**src/rtl/esc_pkg.sv**
```systemverilog
package esc_pkg;

  // Division constants, pre-sized to the 32-bit datapath
  localparam logic [31:0] DAY_SECS  = 32'd86400;
  localparam logic [31:0] HOUR_SECS = 32'd3600;
  localparam logic [31:0] MIN_SECS  = 32'd60;
  localparam logic [31:0] WEEK_DAYS = 32'd7;

  localparam logic [31:0] YEAR_DAYS      = 32'd365;
  localparam logic [31:0] LEAP_YEAR_DAYS = 32'd366;

  localparam logic [11:0] BASE_YEAR     = 12'd1970;
  localparam logic [6:0]  BASE_YEAR_100 = 7'd70;   // 1970 mod 100
  localparam logic [8:0]  BASE_YEAR_400 = 9'd370;  // 1970 mod 400

  // Quotient bits minus one for each restoring division pass
  localparam logic [3:0] DAY_LAST_BIT  = 4'd15;  // days < 2^16
  localparam logic [3:0] HOUR_LAST_BIT = 4'd4;   // hour < 2^5
  localparam logic [3:0] MIN_LAST_BIT  = 4'd5;   // minute < 2^6
  localparam logic [3:0] WEEK_LAST_BIT = 4'd12;  // (days + 4) / 7 < 2^13

  localparam logic [3:0] MONTH_JAN = 4'd0;
  localparam logic [3:0] MONTH_FEB = 4'd1;
  localparam logic [3:0] MONTH_DEC = 4'd11;

  typedef enum logic [2:0] {
    ST_IDLE,
    ST_DAY,
    ST_HOUR,
    ST_MIN,
    ST_WEEK,
    ST_YEAR,
    ST_MONTH,
    ST_DONE
  } state_t;

  typedef struct packed {
    logic [31:0] epoch_seconds;
  } request_t;

  typedef struct packed {
    logic [5:0]  second;
    logic [5:0]  minute;
    logic [4:0]  hour;
    logic [2:0]  weekday;
    logic [11:0] year;
    logic [8:0]  year_day;
    logic [3:0]  month;
    logic [4:0]  month_day;
  } result_t;

  // Status back from the shared subtractor
  typedef struct packed {
    logic [31:0] diff;
    logic        ge;
  } sub_res_t;

  function automatic logic [8:0] month_len(input logic [3:0] month, input logic leap);
    logic [8:0] len;
    case (month)
      4'd0:    len = 9'd31;
      4'd1:    len = leap ? 9'd29 : 9'd28;
      4'd2:    len = 9'd31;
      4'd3:    len = 9'd30;
      4'd4:    len = 9'd31;
      4'd5:    len = 9'd30;
      4'd6:    len = 9'd31;
      4'd7:    len = 9'd31;
      4'd8:    len = 9'd30;
      4'd9:    len = 9'd31;
      4'd10:   len = 9'd30;
      4'd11:   len = 9'd31;
      default: len = 9'd31;
    endcase
    return len;
  endfunction

endpackage

```
**src/rtl/esc_sub_unit.sv**
```systemverilog
module esc_sub_unit (
  input  logic [31:0]       op_a,
  input  logic [31:0]       op_b,
  output esc_pkg::sub_res_t res
);
  import esc_pkg::*;

  logic [32:0] wide_diff;

  // One subtract; no borrow means op_a >= op_b
  assign wide_diff = {1'b0, op_a} - {1'b0, op_b};
  assign res.diff  = wide_diff[31:0];
  assign res.ge    = ~wide_diff[32];
endmodule

```
**config.mk**
```make
export PLATFORM = sky130hd
export DESIGN_NAME = esc_sub_unit
export DESIGN_NICKNAME = d
export VERILOG_FILES = /design/src/rtl/esc_pkg.sv /design/src/rtl/esc_sub_unit.sv
export SDC_FILE = /design/constraint.sdc
export NUM_CORES = 1
export LEC_CHECK = 0
export BUFFER_PORTS_ARGS = -buffer_cell sky130_fd_sc_hd__buf_2
export CORE_UTILIZATION = 35
export DETAILED_ROUTE_END_ITERATION = 10
export PLACE_DENSITY_LB_ADDON = 0.3
export SYNTH_ARGS = -nofsm -noshare
export SYNTH_HDL_FRONTEND = slang
export SYNTH_SLANG_ARGS = --single-unit
```
**constraint.sdc**
```tcl
create_clock -name vclk -period 3.6
set_input_delay 0.54 -clock vclk [all_inputs]
set_output_delay 0.54 -clock vclk [all_outputs]
set_load 0.02 [all_outputs]
```
After elaboration in Yosys (flattened, before gate mapping). Cells that the tools add are included.

Add/sub/neg operators: 1. Bitwise gates (word level): 1.

Operator list (number): $sub 32x32->33 (1); $not 1->1 (1).

Register bits: 0. Input port bits: 64. Output and inout port bits: 33. Logic and storage cells: 2.

Depth between registers and ports, before layout. Gate-level depths: netlist (run 1).

Depth after elaboration: 2. Depth in mapped cells: 11. Mapped depth without buffers: 11.

Least setup slack after synthesis (run 1). Ideal clock, no wire load.

Path kind: input -> output. Start point: input op_a[0]. End point: output res[19] (netlist bit). Arrival time: 2.701 ns. Data required time: 3.060 ns. Setup slack: 0.359 ns. Stages on the path: 11. Buffers on the path: 0. Path through: inv_1 > ha_1 > fa_1 > nor2b_1 > o31a_1 > o2bb2ai_4 > o21ai_1 > a21oi_1 > or2_1 > a31oi_1 > xor2_1.

RTL lines: from (decl) (RTL line esc_sub_unit.sv:2) `input logic [31:0] op_a,`; to (decl) (RTL line esc_sub_unit.sv:4) `output esc_pkg::sub_res_t res`.

==> impl_metrics.ini, run 1 <==
[final_layout]
final_cell_count_no_fill = 408
n_antenna_cell = 0
area_growth_pct = 33.0
nFlopsAndLatches = 0
layout.nets = 440
final_util_pct = 48.2
nClkBuffers = 0
multi_input_area_um2 = 1530
regArea_um2 = 0
stdcell_area_um2 = 2270
fillers = 521
layout-drive-gt1-share_pct = 32.3

[logic_synthesis]
syn_area_um2 = 1710
seq_area_frac_synth_pct = 0
yosys_warnings = 0
yosys-top-cells-area = ha_1, inv_1, a21oi_1
syn_avg_cell_area_um2 = 7.01
yosysMostFrequentCell = inv_1
syn_nets = 341
synth.top_cell.area_share_pct = 23.4
synthTopCellsByCount = inv_1, ha_1, a21oi_1
yosysTopAreaCell = ha_1
syn_inst = 244
yosysUniqueCellTypes = 48

[clock_network]
postCtsSetupBuffers = 0
cts_resized = 0
cts_hold_buf = 0

[routing]
vias = 1956
wl_per_cell_um = 10.6
wl_um = 4320
drt-initial-drc-count = 76
ant_nets = 0
viasPerCell = 4.79
drc_errors = 0
dr.pass1.iters = 4

[critical_path]
cp_slowest_cell = ha_1
crit_fanout = 3
cp_data_arrival_time_ps = 2880
cp_common_cell = buf_2
required_ps = 3060
slowest_delay_ps = 330
startpoint_type = input port
critPathCaptureType = output pin
worst-setup-path-type = input port to output pin
cp_cell_sequence = buf_2, ha_1, o21a_1, o21ai_0, o2bb2ai_4, o22ai_2, a31o_1, a221o_1, a21oi_2, xnor2_1, buf_2

[timing]
rsz0062_at_grt = true
setup_viol = 0
slew_headroom_pct = 74.7
worst_pin_slew_ps = 376
hold_viol_final = 0
drv_slew = 0
setup_slack_ps = 181
fmax_ghz = 0.292
period_needed_ps = 3420
min_period_over_period_pct = 95.0

[place]
pre_cts_ws_ps = 195
place.gp.congestion = 0.801
io_buffers = 97
placed_area_um2 = 2270
dpl.hpwl_um = 3800
dp.cells = 408

[floorplan]
dieArea_um2 = 5170
die_w_um = 71.9
dieHeight_um = 71.9
start_util_pct = 36.2
core_area_um2 = 4720
rows = 25
io_pins = 97

[global_routing]
grt_max_degree = 8
grt_use_total_pct = 15.8
grt_overflow = 0
antenna_found_initial = 0
grt_pass1_vias = 1713
grt_pass1_wl_um = 7010

[min_path]
min-delay-path-class = input port to output pin

[run_status]
outcome = finished, final reports clean

[power]
power_density_nw_per_um2 = 234
leakage_nw = 1.32
ir_drop_v = 0.000104
power_mw = 0.532

[flow_run]
drv_cap = 0
## critical path: cells and delay by family
kind                       cells  cell delay [ps]
buffers and inverters          2              280
xor gates and xnor gates       1              120
AOI/OAI and AO/OA              7             1610
adders and majority gates      1              330
## cells in the final DEF, fill, tap and decap left out, drive strengths merged, types with 2 or more instances in the layout
cell,instances
a211oi,2
a21o,12
a21oi,31
a31o,2
a31oi,4
and3,2
buf,100
ha,32
inv,42
nand2,15
nand2b,2
nand3,4
nand4,3
nor2,13
nor2b,2
nor3,3
o21a,8
o21ai,12
o31ai,3
or2,2
xnor2,15
xor2,13
## worst paths after layout
path,startpoint,endpoint,slack (ps),cells past startpoint
max,op_a[5],res[27],180,11
min,op_b[0],res[1],1440,4
## logic make-up after synthesis
logic type / Yosys count / share of synthesized area, %
buf+inv: 45 / 10.8
simple gates: 50 / 14.0
xor+xnor: 28 / 14.3
compound gates: 88 / 36.2
fa+ha+maj: 33 / 24.6
## area by class of cell
type                            instances  area share, %
Inverter                               42           6.93
Tap cell                               67           3.69
Multi-Input combinational cell        199           67.1
Timing Repair Buffer                  100           22.3
## routing by layer
layer	up-vias	routed length (um)	global-route usage (%)	part of all wire (%)
met5	-	0	0	0
met4	0	0	0	0
met3	0	188	1.11	4.4
met2	48	2020	28.8	47
met1	848	2110	21.7	49
li1	1060	-	-	-
## where the power goes
part / switching, mW / leakage (nW) / internal [mW]
clock: 0 / 0 / 0
sequential: 0 / 0 / 0
combinational: 0.314 / 1.32 / 0.219
total: 0.314 / 1.32 / 0.219
## stage by stage
stage / hold slack [ps] / setup TNS, ps
global placement: 1430 / 0
floorplan: 1260 / 0
finish: 1440 / 0
detailed placement: 1440 / 0
global route: 1450 / -2.57
CTS: 1440 / 0
Power figures use the tool's default switching activity.
==> inputs of run 2 (changes only) <==
--- a/config.mk
+++ b/config.mk
@@ -5,9 +5,11 @@
 export SDC_FILE = /design/constraint.sdc
 export NUM_CORES = 1
 export LEC_CHECK = 0
+export ABC_AREA = 1
 export BUFFER_PORTS_ARGS = -buffer_cell sky130_fd_sc_hd__buf_2
 export CORE_UTILIZATION = 35
 export DETAILED_ROUTE_END_ITERATION = 10
+export GPL_ROUTABILITY_DRIVEN = 0
 export PLACE_DENSITY_LB_ADDON = 0.3
 export SYNTH_ARGS = -nofsm -noshare
 export SYNTH_HDL_FRONTEND = slang
==> run 2 against run 1 <==
  * Core utilization is 2.6 points lower
  * Synthesized cell count is 120% higher
  * Non-clock buffer count is 3 lower
  * Wire length is 76% higher
  * Critical path depth is 3 higher
  * Global-route usage is 5.0 points higher
  * Sequential share of layout area stayed put
  * Via count is 71% higher
  * Count of clock-buffer cells in the layout stayed put
  * Fmax is 20% higher
  * Worst hold slack worse by 0.83 ps
==> impl_metrics.ini, run 2 <==
[run_status]
outcome = finished, final reports clean

[flow_run]
drv_cap = 0

[logic_synthesis]
yosysTopAreaCell = nand2_1
syn_avg_cell_area_um2 = 4.68
yosys_warnings = 0
seq_area_frac_synth_pct = 0
yosys-top-cells-area = nand2_1, inv_1, ha_1
yosysMostFrequentCell = nand2_1
syn_area_um2 = 2560
synth.top_cell.area_share_pct = 34.0
yosysUniqueCellTypes = 21
syn_nets = 644
synthTopCellsByCount = nand2_1, inv_1, nor2_1
syn_inst = 547

[critical_path]
required_ps = 3060
crit_fanout = 3
cp_num_buf_inv = 4
slowest_delay_ps = 430
critPathCaptureType = output pin
path_depth = 14
startpoint_type = input port
cp_data_arrival_time_ps = 2310
cp_common_cell = nand2_1
critPathTopFamily = simple AND/OR/NAND/NOR gates
worst-setup-path-type = input port to output pin
cp_cell_sequence = buf_2, inv_1, ha_1, fa_1, inv_1, nand3_1, nand3_1, nand2_1, nand2_1, nand2_1, nand3_1, nand2_1, nand2_1, buf_2
cp_slowest_cell = fa_1

[routing]
viasPerCell = 4.52
wl_per_cell_um = 10.3
dr.pass1.iters = 4
vias = 3343
drc_errors = 0
ant_nets = 0
drt-initial-drc-count = 198
wl_um = 7620

[timing]
worst_pin_slew_ps = 357
period_needed_ps = 2850
fmax_ghz = 0.351
slew_headroom_pct = 76.0
setup_slack_ps = 752
setup_viol = 0
rsz0062_at_grt = false
min_period_over_period_pct = 79.1
drv_slew = 0
finalSetupTns_ps = 0
hold_viol_final = 0

[clock_network]
cts_hold_buf = 0
cts_resized = 0
postCtsSetupBuffers = 0

[power]
power_density_nw_per_um2 = 190
power_mw = 0.601
ir_drop_v = 0.0000951
leakage_nw = 2.34
swShare_pct = 64.7
clock_power_share_pct = 0
p_int_mw = 0.212
comb_power_share_pct = 100.0
sequentialPowerShare_pct = 0
p_switching_mw = 0.389

[floorplan]
die_w_um = 87.5
dieArea_um2 = 7660
io_pins = 97
dieHeight_um = 87.5
core_area_um2 = 6940
rows = 30
start_util_pct = 36.8

[place]
dpl.hpwl_um = 6980
io_buffers = 97
pre_cts_ws_ps = 773

[final_layout]
final_common_cell = nand2_1
regArea_um2 = 0
fillers = 799
n_antenna_cell = 0
final_cell_mix = nand2_1, inv_1, buf_2
nClkBuffers = 0
layout-drive-gt1-share_pct = 16.9
area_growth_pct = 23.7
layout.nets = 743
nFlopsAndLatches = 0

[min_path]
min-delay-path-class = input port to output pin
hold_depth = 4

[global_routing]
grt_use_total_pct = 20.7
grt_overflow = 0
grt_max_degree = 7
grt_pass1_vias = 3071
grt_pass1_wl_um = 13000
antenna_found_initial = 0
run 2: changes by cell type in the layout (fill, tap and decap cells not counted), sizes merged, moves of 4 or more:
cell   delta
o21ai    -10
a31oi     -4
nand3    +26
a21oi     -9
o21a      -8
a21o     -11
inv     +108
xnor2    -13
nor2     +31
nand2   +224
run 2: cell families (layout without fill, tap and decap cells):
logic type,count (synthesis),count (layout),synth area share (%)
AO/OA/AOI/OAI,27,27,5.72
XOR/XNOR,14,14,4.79
adder cells (fa/ha/maj),33,33,16.4
buffers and inverters,150,247,22.0
AND/OR/NAND/NOR,323,323,51.1
run 2: path summary, 6_finish.rpt:
path	end	slack (ps)	start
setup / recovery	res[25]	750	op_a[0]
hold / removal	res[1]	1440	op_b[0]
run 2: through the flow:
stage | hold WS [ps] | area, um^2 | util [%] | std cells
6_report | 1440 | 3160 | 45.6 | 740
5_1_grt | 1460 | 3160 | 45.6 | 740
4_1_cts | 1440 | 3160 | 45.6 | 740
3_5_place_dp | 1440 | 3160 | 45.6 | 740
3_3_place_gp | 1430 | 3160 | 45.6 | 740
2_1_floorplan | 1260 | 2560 | - | 547
run 2: area by class of cell:
class                           instances  area, um^2  share of cell area (%)
Timing Repair Buffer                   97         485                    15.3
Multi-Input combinational cell        397        2000                    63.1
Inverter                              150         563                    17.8
Tap cell                               96         120                    3.80
run 2: power groups by stage:
stage	registers (mW)	logic, mW	clock network (mW)
after floorplan	0	0.413	0
after global placement	0	0.596	0
after CTS	0	0.602	0
final	0	0.601	0
after global routing	0	0.677	0
after detailed placement	0	0.600	0
run 2: metal layers:
metal / track usage (%) / share of wire [%] / wire length, um / vias up
li1: - / - / - / 1801
met1: 28.1 / 47 / 3570 / 1451
met2: 36.2 / 46 / 3470 / 77
met3: 0.853 / 5.3 / 405 / 14
met4: 4.92 / 2.3 / 178 / 0
met5: 0 / 0 / 0 / -
